### config.mk
export PLATFORM = sky130hd
export DESIGN_NAME = sponge_boundary_damping
export DESIGN_NICKNAME = d
export VERILOG_FILES = /design/src/rtl/core/sbd_pkg.sv /design/src/rtl/core/sbd_axis_classify.sv /design/src/rtl/core/sponge_boundary_damping.sv
export SDC_FILE = /design/constraint.sdc
export NUM_CORES = 2
export LEC_CHECK = 0
export ABC_AREA = 1
export BUFFER_PORTS_ARGS = -buffer_cell sky130_fd_sc_hd__buf_4
export CORE_ASPECT_RATIO = 1.2
export CORE_MARGIN = 2
export CORE_UTILIZATION = 30
export DETAILED_ROUTE_END_ITERATION = 8
export SLEW_MARGIN = 20
export SYNTH_ARGS = -nofsm -noshare
export SYNTH_HDL_FRONTEND = slang
export SYNTH_SLANG_ARGS = --single-unit
### constraint.sdc
create_clock -name clk -period 8.6 [get_ports clk]
set_input_delay 2.58 -clock clk [delete_from_list [all_inputs] [get_ports clk]]
set_output_delay 2.58 -clock clk [all_outputs]
set_load 0.02 [all_outputs]
### src/rtl/core/sbd_pkg.sv
// Shared types, widths and constants for the sponge boundary damping block.
// Used by sbd_axis_classify and sponge_boundary_damping; depends on nothing.

package sbd_pkg;

    // Table and grid limits.
    localparam int MAX_BOUNDARY   = 32;
    localparam int MAX_GRID       = 1024;
    localparam int COEF_FRAC_BITS = 16;

    // Field widths.
    localparam int POS_W     = 10;
    localparam int SIZE_W    = 11;
    localparam int HALO_W    = 5;
    localparam int BW_W      = 6;
    localparam int SAMPLE_W  = 32;
    localparam int COEF_W    = 17;
    localparam int ADDR_W    = $clog2(MAX_BOUNDARY);
    localparam int PROD_W    = SAMPLE_W + COEF_W + 1;

    // Configuration port.
    localparam int CFG_IDX_W  = 3;
    localparam int CFG_DATA_W = 11;

    localparam logic [CFG_IDX_W-1:0] CFG_HALO_WIDTH     = 3'd0;
    localparam logic [CFG_IDX_W-1:0] CFG_BOUNDARY_WIDTH = 3'd1;
    localparam logic [CFG_IDX_W-1:0] CFG_SIZE_X         = 3'd2;
    localparam logic [CFG_IDX_W-1:0] CFG_SIZE_Y         = 3'd3;
    localparam logic [CFG_IDX_W-1:0] CFG_SIZE_Z         = 3'd4;
    localparam logic [CFG_IDX_W-1:0] CFG_THREE_DIM      = 3'd5;

    // Input kind codes.
    localparam logic KIND_LOAD   = 1'b0;
    localparam logic KIND_SAMPLE = 1'b1;

    // A coefficient of exactly 1.0.
    localparam logic [COEF_W-1:0] COEF_ONE = COEF_W'(1 << COEF_FRAC_BITS);

    // Classification of one sample position along one axis.
    typedef struct packed {
        logic              outside;  // in the halo or beyond the axis size
        logic              strip;    // inside the damping strip
        logic [ADDR_W-1:0] addr;     // strip distance, table address
    } axis_info_t;

endpackage

### src/rtl/core/sbd_axis_classify.sv
// Per-axis classification of a sample position: halo, strip or interior.
// Depends on sbd_pkg for widths, limits and the axis_info_t struct.

module sbd_axis_classify
    import sbd_pkg::*;
(
    input  logic [POS_W-1:0]  pos,
    input  logic [SIZE_W-1:0] size,
    input  logic [HALO_W-1:0] halo,
    input  logic [BW_W-1:0]   bw,
    output axis_info_t        info
);

    logic [SIZE_W-1:0] size_c;
    logic [BW_W-1:0]   bw_c;
    logic [SIZE_W-1:0] pos_ext;
    logic [SIZE_W-1:0] halo_ext;
    logic [SIZE_W-1:0] lo_dist;
    logic [SIZE_W-1:0] hi_dist;
    logic [SIZE_W-1:0] near_dist;

    // Clamp the axis size and the strip width to what the hardware supports.
    assign size_c   = (size > SIZE_W'(MAX_GRID)) ? SIZE_W'(MAX_GRID) : size;
    assign bw_c     = (bw > BW_W'(MAX_BOUNDARY)) ? BW_W'(MAX_BOUNDARY) : bw;
    assign pos_ext  = SIZE_W'(pos);
    assign halo_ext = SIZE_W'(halo);

    // Distance to the lower and upper domain edges; the nearer one counts.
    assign lo_dist   = pos_ext - halo_ext;
    assign hi_dist   = size_c - halo_ext - SIZE_W'(1) - pos_ext;
    assign near_dist = (lo_dist < hi_dist) ? lo_dist : hi_dist;

    // The sum cannot overflow: pos and halo together stay below 2048.
    assign info.outside = (pos_ext < halo_ext) || ((pos_ext + halo_ext) >= size_c);
    assign info.strip   = !info.outside && (near_dist < SIZE_W'(bw_c));
    assign info.addr    = near_dist[ADDR_W-1:0];

endmodule

### src/rtl/core/sponge_boundary_damping.sv
// Top level of the sponge boundary damping block: coefficient tables,
// three-stage sample pipeline and configuration registers.
// Depends on sbd_pkg and sbd_axis_classify.
//
// Usage:
//   Input channel (in_valid/in_ready): each transaction is either a load
//   (kind 0), which writes coef_value, clamped to 1.0, into table slot
//   coef_index and gives no result, or a sample (kind 1), which gives one
//   result on the output channel (out_valid/out_ready).
//   Configuration channel (cfg_valid/cfg_ready): always ready; writes the
//   register named by cfg_index; indexes beyond the list are ignored.
//   Write configuration only while no sample is in flight.
//   Throughput: one transaction per cycle while out_ready does not stall
//   the pipeline, set by the two coefficient memories, which give three
//   reads (x, y, z) every cycle.
//   A sample may follow a load of the slot it reads in the very next cycle.
//   Stall: while out_ready is low the result holds; the two internal
//   stages still fill, so up to two more samples are accepted before
//   in_ready drops.
//   Reset: configuration returns to its defaults and the pipeline empties.
//   The coefficient tables are not cleared and must be loaded before use.

module sponge_boundary_damping
    import sbd_pkg::*;
(
    input  logic                   clk,
    input  logic                   rst_n,

    input  logic                   in_valid,
    output logic                   in_ready,
    input  logic                   kind,
    input  logic [POS_W-1:0]       pos_x,
    input  logic [POS_W-1:0]       pos_y,
    input  logic [POS_W-1:0]       pos_z,
    input  logic signed [SAMPLE_W-1:0] sample_value,
    input  logic [ADDR_W-1:0]      coef_index,
    input  logic [COEF_W-1:0]      coef_value,

    input  logic                   cfg_valid,
    output logic                   cfg_ready,
    input  logic [CFG_IDX_W-1:0]   cfg_index,
    input  logic [CFG_DATA_W-1:0]  cfg_data,

    output logic                   out_valid,
    input  logic                   out_ready,
    output logic signed [SAMPLE_W-1:0] damped_value,
    output logic                   was_scaled
);

    // Configuration registers.
    logic [HALO_W-1:0] halo_width_reg;
    logic [BW_W-1:0]   boundary_width_reg;
    logic [SIZE_W-1:0] size_x_reg;
    logic [SIZE_W-1:0] size_y_reg;
    logic [SIZE_W-1:0] size_z_reg;
    logic              three_dim_reg;

    // Coefficient memories; both hold the same contents.
    logic [COEF_W-1:0] mem_a [MAX_BOUNDARY];
    logic [COEF_W-1:0] mem_b [MAX_BOUNDARY];
    logic [COEF_W-1:0] rd_x_reg;
    logic [COEF_W-1:0] rd_z_reg;
    logic [COEF_W-1:0] rd_y_reg;

    // Pipeline stage enables.
    logic en1;
    logic en2;
    logic en3;

    logic              in_accept;
    logic              coef_wr;
    logic [COEF_W-1:0] coef_wr_data;

    axis_info_t info_x;
    axis_info_t info_y_raw;
    axis_info_t info_y;
    axis_info_t info_z;

    // Stage 1: classification; coefficient reads are in flight.
    logic                       v1_reg;
    logic                       v1_next;
    logic signed [SAMPLE_W-1:0] s1_sample_reg;
    axis_info_t                 s1_x_reg;
    axis_info_t                 s1_y_reg;
    axis_info_t                 s1_z_reg;

    logic [COEF_W-1:0] cand_x;
    logic [COEF_W-1:0] cand_y;
    logic [COEF_W-1:0] cand_z;
    logic [COEF_W-1:0] min_xz;
    logic [COEF_W-1:0] min_all;
    logic              s1_scaled;

    // Stage 2: selected coefficient, ready for the multiply.
    logic                       v2_reg;
    logic signed [SAMPLE_W-1:0] s2_sample_reg;
    logic [COEF_W-1:0]          s2_coef_reg;
    logic                       s2_scaled_reg;

    logic signed [PROD_W-1:0] prod;

    // Output register.
    logic                       out_valid_reg;
    logic signed [SAMPLE_W-1:0] damped_reg;
    logic                       scaled_reg;

    // Stages move forward when the next one is empty or moving too.
    assign en3      = !out_valid_reg || out_ready;
    assign en2      = !v2_reg || en3;
    assign en1      = !v1_reg || en2;
    assign in_ready = en1;
    assign cfg_ready = 1'b1;

    assign in_accept = in_valid && in_ready;
    assign coef_wr   = in_accept && (kind == KIND_LOAD);
    assign coef_wr_data = (coef_value > COEF_ONE) ? COEF_ONE : coef_value;
    assign v1_next   = in_accept && (kind == KIND_SAMPLE);

    // Configuration writes.
    always_ff @(posedge clk or negedge rst_n)
    begin
        if (!rst_n)
        begin
            halo_width_reg     <= HALO_W'(4);
            boundary_width_reg <= BW_W'(20);
            size_x_reg         <= SIZE_W'(1024);
            size_y_reg         <= SIZE_W'(1);
            size_z_reg         <= SIZE_W'(1024);
            three_dim_reg      <= 1'b0;
        end
        else if (cfg_valid && cfg_ready)
        begin
            unique case (cfg_index)
                CFG_HALO_WIDTH:     halo_width_reg     <= cfg_data[HALO_W-1:0];
                CFG_BOUNDARY_WIDTH: boundary_width_reg <= cfg_data[BW_W-1:0];
                CFG_SIZE_X:         size_x_reg         <= cfg_data[SIZE_W-1:0];
                CFG_SIZE_Y:         size_y_reg         <= cfg_data[SIZE_W-1:0];
                CFG_SIZE_Z:         size_z_reg         <= cfg_data[SIZE_W-1:0];
                CFG_THREE_DIM:      three_dim_reg      <= cfg_data[0];
                default:            ;
            endcase
        end
    end

    // Axis classification of the incoming position.
    sbd_axis_classify u_axis_x
    (
        .pos  (pos_x),
        .size (size_x_reg),
        .halo (halo_width_reg),
        .bw   (boundary_width_reg),
        .info (info_x)
    );

    sbd_axis_classify u_axis_y
    (
        .pos  (pos_y),
        .size (size_y_reg),
        .halo (halo_width_reg),
        .bw   (boundary_width_reg),
        .info (info_y_raw)
    );

    sbd_axis_classify u_axis_z
    (
        .pos  (pos_z),
        .size (size_z_reg),
        .halo (halo_width_reg),
        .bw   (boundary_width_reg),
        .info (info_z)
    );

    // In 2-D mode the y axis neither damps nor excludes a point.
    assign info_y = three_dim_reg ? info_y_raw : '0;

    // Memory A serves x and z. A load writes at the accept edge, so a sample
    // accepted in the next cycle already reads the new value.
    always_ff @(posedge clk)
    begin
        if (coef_wr)
        begin
            mem_a[coef_index] <= coef_wr_data;
        end
        if (en1)
        begin
            rd_x_reg <= mem_a[info_x.addr];
            rd_z_reg <= mem_a[info_z.addr];
        end
    end

    // Memory B serves y.
    always_ff @(posedge clk)
    begin
        if (coef_wr)
        begin
            mem_b[coef_index] <= coef_wr_data;
        end
        if (en1)
        begin
            rd_y_reg <= mem_b[info_y.addr];
        end
    end

    // Stage 1 registers.
    always_ff @(posedge clk or negedge rst_n)
    begin
        if (!rst_n)
        begin
            v1_reg <= 1'b0;
        end
        else if (en1)
        begin
            v1_reg <= v1_next;
        end
    end

    always_ff @(posedge clk)
    begin
        if (en1)
        begin
            s1_sample_reg <= sample_value;
            s1_x_reg      <= info_x;
            s1_y_reg      <= info_y;
            s1_z_reg      <= info_z;
        end
    end

    // Smallest coefficient over the strips that the point lies in.
    assign cand_x  = s1_x_reg.strip ? rd_x_reg : COEF_ONE;
    assign cand_y  = s1_y_reg.strip ? rd_y_reg : COEF_ONE;
    assign cand_z  = s1_z_reg.strip ? rd_z_reg : COEF_ONE;
    assign min_xz  = (cand_x < cand_z) ? cand_x : cand_z;
    assign min_all = (cand_y < min_xz) ? cand_y : min_xz;

    assign s1_scaled = !(s1_x_reg.outside || s1_y_reg.outside || s1_z_reg.outside)
                       && (s1_x_reg.strip || s1_y_reg.strip || s1_z_reg.strip);

    // Stage 2 registers.
    always_ff @(posedge clk or negedge rst_n)
    begin
        if (!rst_n)
        begin
            v2_reg <= 1'b0;
        end
        else if (en2)
        begin
            v2_reg <= v1_reg;
        end
    end

    always_ff @(posedge clk)
    begin
        if (en2)
        begin
            s2_sample_reg <= s1_sample_reg;
            s2_coef_reg   <= min_all;
            s2_scaled_reg <= s1_scaled;
        end
    end

    // Signed sample times unsigned coefficient.
    assign prod = s2_sample_reg * $signed({1'b0, s2_coef_reg});

    // Output register: scaled product shifted right, or the sample itself.
    always_ff @(posedge clk or negedge rst_n)
    begin
        if (!rst_n)
        begin
            out_valid_reg <= 1'b0;
        end
        else if (en3)
        begin
            out_valid_reg <= v2_reg;
        end
    end

    always_ff @(posedge clk)
    begin
        if (en3)
        begin
            damped_reg <= s2_scaled_reg ? prod[COEF_FRAC_BITS+SAMPLE_W-1:COEF_FRAC_BITS]
                                        : s2_sample_reg;
            scaled_reg <= s2_scaled_reg;
        end
    end

    assign out_valid    = out_valid_reg;
    assign damped_value = damped_reg;
    assign was_scaled   = scaled_reg;

    // A load transaction never puts an item into the pipeline.
    a_load_no_item: assert property (@(posedge clk) disable iff (!rst_n)
        (in_valid && in_ready && (kind == KIND_LOAD)) |=> !v1_reg)
        else $error("load transaction entered the sample pipeline");

    // An unscaled sample leaves exactly as it came in.
    a_pass_through: assert property (@(posedge clk) disable iff (!rst_n)
        (en3 && v2_reg && !s2_scaled_reg)
        |=> (out_valid && !was_scaled && (damped_value == $past(s2_sample_reg))))
        else $error("unscaled sample was altered");

    // Scaling by a coefficient of at most one keeps a non-negative sample so.
    a_scaled_sign: assert property (@(posedge clk) disable iff (!rst_n)
        (en3 && v2_reg && s2_scaled_reg && !s2_sample_reg[SAMPLE_W-1])
        |=> (out_valid && was_scaled && !damped_value[SAMPLE_W-1]))
        else $error("scaled result changed sign");

endmodule

[Yosys cells after proc, flatten, opt, wreduce, memory -nomap -nowiden]
Memory sizes are Yosys's and may differ from the RTL's. A register that Yosys moved wholly into a read port is not among the register bits.
Index checks and enable logic that the tools add are counted.
Word-level totals
  output and inout bits: 36
  flip-flop bits (word level): 169
  bits in writable memories: 1088
  memories kept: 2
  input port bits: 104
Memory list
  mem_a: words 32, width 17, rd ports 2, clocked after memory_dff 2, wr ports 1, line sponge_boundary_damping.sv:59  | logic [COEF_W-1:0] mem_a [MAX_BOUNDARY];
  mem_b: words 32, width 17, rd ports 1, clocked after memory_dff 1, wr ports 1, line sponge_boundary_damping.sv:60  | logic [COEF_W-1:0] mem_b [MAX_BOUNDARY];
Operators by class
  $lt $le $gt $ge: 19
  add/sub/neg operators: 15
  reduce and logical (&&, ||, !) cells: 31
  muxes and demuxes: 17
  bitwise logic cells: 1
  multiply operators: 1
  eq/ne operators: 5
Operator list (number)
  $mux 17: 6
  $mux 11: 6
  $mul 32x18->48: 1
  $lt 17x17->1: 2
  $add 10x5->11: 3
  $ge 11x11->1: 3
  $gt 11x11->1 const B: 3
  $lt 11x11->1: 3
  $lt 11x6->1: 3
  $sub 10x5->11: 3
  $sub 11x1->11 const B: 3
  $sub 11x10->11: 3
  $sub 11x5->11: 3
  $mux 32: 1
  $lt 10x5->1: 3
  $gt 17x17->1 const B: 1
  $reduce_and 2->1: 6
  $logic_or 1x1->1: 10
  $logic_and 1x1->1: 7
  $logic_not 1->1: 7
  $eq 3x2->1 const B: 2
  $eq 3x3->1 const B: 2
  $gt 6x6->1 const B: 1
  $mux 6: 1
  other kinds (5): 6

[Depth between registers and ports, before layout]
  depth after elaboration: 9
  depth in mapped cells: 34
  mapped depth without buffers: 32

[Cells and area by module]
From an unflattened synthesis, not the netlist that was laid out.
Second synthesis, totals
  cell total of the unflattened synthesis: 8392
  area total of the unflattened synthesis: 67806.3 sq um
By module, submodules not included
  sponge_boundary_damping: seq. area each 22709.3 sq um, cells each 7147, area an instance 60479.3 sq um, times used 1
  sbd_axis_classify: seq. area each 0.0 sq um, cells each 415, area an instance 2442.3 sq um, times used 3

[Worst setup path before layout]
No wires, ideal clock.
  path type: input to output
  start: input out_ready
  end: output in_ready
  path slack: 444 ps
  data required time: 6020 ps
  arrival time: 5576 ps
  stages: 4
  path buffers: 0
  path through: inv_1 > nand2_1 > nor2_1 > nand2_1
Between the ends
  word-level cells in the longest chain between the ends: 3
RTL lines
  start, declared: line sponge_boundary_damping.sv:45  | input logic out_ready,
  $logic_or 1x1->1: line sponge_boundary_damping.sv:108  | assign en3 = !out_valid_reg || out_ready;
  net en3: line sponge_boundary_damping.sv:68  | logic en3;
  $logic_or 1x1->1: line sponge_boundary_damping.sv:109  | assign en2 = !v2_reg || en3;
  $logic_or 1x1->1: line sponge_boundary_damping.sv:110  | assign en1 = !v1_reg || en2;
  end, declared: line sponge_boundary_damping.sv:30  | output logic in_ready,
The timed path passes the listed nets, and every way through them passes these cells.

[Final worst setup path]
  start: register s2_coef_reg[6]
  end: register damped_reg[25], in the netlist damped_value[25] (data pin)
Between the ends
  word-level cells in the longest chain between the ends: 2
RTL lines
  start, declared: line sponge_boundary_damping.sv:97  | logic [COEF_W-1:0] s2_coef_reg;
  start signal, assigned: line sponge_boundary_damping.sv:256  | s2_coef_reg <= min_all;
  $mul 32x18->48: line sponge_boundary_damping.sv:262  | assign prod = s2_sample_reg * $signed({1'b0, s2_coef_reg});
  $mux 32: line sponge_boundary_damping.sv:281  | damped_reg <= s2_scaled_reg ? prod[COEF_FRAC_BITS+SAMPLE_W-1:COEF_FRAC_BITS]
  end signal, assigned: line sponge_boundary_damping.sv:281
  end, declared: line sponge_boundary_damping.sv:104  | logic signed [SAMPLE_W-1:0] damped_reg;
Every way passes these cells.
A chain may end at the register's enable or synchronous reset.

==> results.yml <==
sta:
  period_share_pct: 82.0
  tightestPinTransition_ps: 1190
  fmax_mhz: 142
  maxSlewViolCount: 0
  max_slew_margin_pct: 21.0
  worst_slack_ps: 1550
  whs_ps: 417
  rsz0062_at_grt: "false"
  hold_violations: 0
  setup_tns_ps: 0
  finalSetupViolCount: 0
  min_period_ps: 7050
  skew_ps: 65.5
global_route:
  first_global_vias: 61700
  grt-busiest-layer: "met2"
  grt_pass1_wl_um: 381000
  grt_usage_pct: 21.0
  grt_use_met2_pct: 34.8
  grt_antenna_before_repair: 8
  grtUsageMet3_pct: 3.58
  overflow: 0
  met1_usage_pct: 26.3
  grt_start_max_net_pins: 137
finish:
  layout_common_cells: "nand2_1 (2649), nand3_1 (1893), inv_1 (1675)"
  layout_commonest_cell: "nand2_1"
  fillers: 24500
  largest_reg_flops: 527
  final_net_count: 10000
  area_growth_pct: 10.9
  largest-register: "mem_b"
  multi_input_area_um2: 38700
  seq_area_um2: 22700
  layout-drive-gt1-share_pct: 6.39
  utilization_pct: 33.4
cts:
  numCtsBuffers: 93
  cts_setup_buffers: 0
  clockRootBuffer: "clkbuf_16"
  path_clk_slew_ps: 60
  cts_resized: 0
  clock_path_buffers: 3
  clk_latency_ps: 760
  cts_tree: "yes"
  cts_sinks: 764
  postCtsHoldBufs: 0
  htree_levels: 3
synthesis:
  avgSynthCellArea_um2: 7.62
  ys_types: 55
  yosysWarnings: 0
  synth_area_um2: 69900
  synth_ff_type: "edfxtp_1"
  synthesis.nets: 10100
  yosysSeqAreaShare_pct: 32.5
  syn_inst: 9170
  synth_seq_cells: 764
  synth_edf_count: 716
  ys_async_sr_fraction_pct: 6.28
setup_path:
  cp.arrival_ps: 7500
  slowest_delay_ps: 840
  path_max_fanout: 17
  crit_slowest_cell: "edfxtp_1"
  path_cells: "buf_4, nand2_1, inv_1, fa_1, fa_1, inv_1, fa_1, fa_1, fa_1, fa_1, inv_1, ha_1, a21oi_1, o21ai_0, a21o_1, a31oi_1, nand3_1, or2_2, nand3_1, nand2_1"
  cp_common_cell: "fa_1"
  cp_data_required_time_ps: 9050
  path_class: "reg2reg"
  end_kind: "register"
  critPathLaunchType: "register"
flow_run:
  drv_cap: 0
die:
  die_h_um: 533
  ios: 140
  start_util_pct: 30.1
  core_um2: 232000
  die_width_um: 445
  row_count: 194
  die-area_um2: 237000
run_status:
  status: "finished clean"
route:
  dr.pass1.iters: 7
  drc_errors: 0
  wl_per_cell_um: 20.8
  via_per_inst: 5.14
  wl_um: 253000
  ant_nets: 0
  drt_iter0_markers: 7231
  vias: 62700
place:
  place_hpwl_um: 166000
  dp_slack_ps: 1180
  port_buffers: 138
  gp_congestion: 0.949
min_path:
  min_path_type: "reg2reg"
## final timing paths
| path | startpoint | slack (ps) | cells past startpoint | end |
|---|---|---|---|---|
| min in group asynchronous | rst_n | 1870 | 1 | halo_width_reg[3] |
| max in group asynchronous | rst_n | 6260 | 1 | three_dim_reg |
| min reg2reg | s1_sample_reg[3] | 420 | 0 | s2_sample_reg[3] |
| max reg2reg | s2_coef_reg[6] | 1550 | 20 | damped_value[25] |
| max | s2_coef_reg[6] | 1550 | 20 | damped_value[25] |
| min | s1_sample_reg[3] | 420 | 0 | s2_sample_reg[3] |
## layout make-up
class / count / area share, %
sequential: 764 / 29.3
multi-input combinational: 6195 / 49.9
inverter: 1694 / 8.22
clock buffer: 109 / 3.12
tap: 3038 / 4.90
timing repair buffer: 332 / 3.71
antenna: 8 / 0.0258
clock inverter: 60 / 0.818
## synthesized netlist by cell type (34+ instances only)
master	instances	share of area, %
nand2_1	2656	14
nand3_1	1895	14
inv_1	1677	9.0
edfxtp_1	716	31
fa_1	528	15
ha_1	310	5.5
buf_2	229	1.6
nor2_1	216	1.2
clkbuf_1	210	1.1
a21oi_1	139	1.0
o21ai_0	138	0.99
xor2_1	55	0.69
dfrtp_1	42	1.5
nand4_1	37	0.33
buf_1	34	0.18
## routing by layer
metal / routed length (um) / part of all wire, %
met5: 13 / 0.0051
met4: 13700 / 5.4
met3: 24500 / 9.7
met2: 118000 / 47
met1: 96900 / 38
## through the flow
stage | cell area (um2) | std cells
after floorplan | 69900 | 9170
after global placement | 74500 | 12000
after detailed placement | 74500 | 12000
after CTS | 77500 | 12200
after global routing | 77500 | 12200
final | 77500 | 12200
## kinds of logic (layout without fill, tap and decap cells)
logic type      count (synthesis)  in the layout  share of synthesized area, %
xor+xnor                       85             85                          1.06
other cells                     1              9                       0.00536
compound gates                386            386                          3.09
flops                         764            764                          32.5
simple gates                 4885           4885                          30.1
fa+ha+maj                     838            838                          20.7
buf+inv                      2211           2195                          12.6
## critical path, delay by kind of cell (launching register included)
| kind | cells | cell delay, ps |
|---|---|---|
| flops | 1 | 840 |
| compound gates | 4 | 760 |
| simple gates | 5 | 830 |
| fa+ha+maj | 7 | 3310 |
| buf+inv | 4 | 980 |
Power is left out: the tool's default activity adds up to more than one toggle a clock period on the data nets, which glitch-free logic cannot reach.
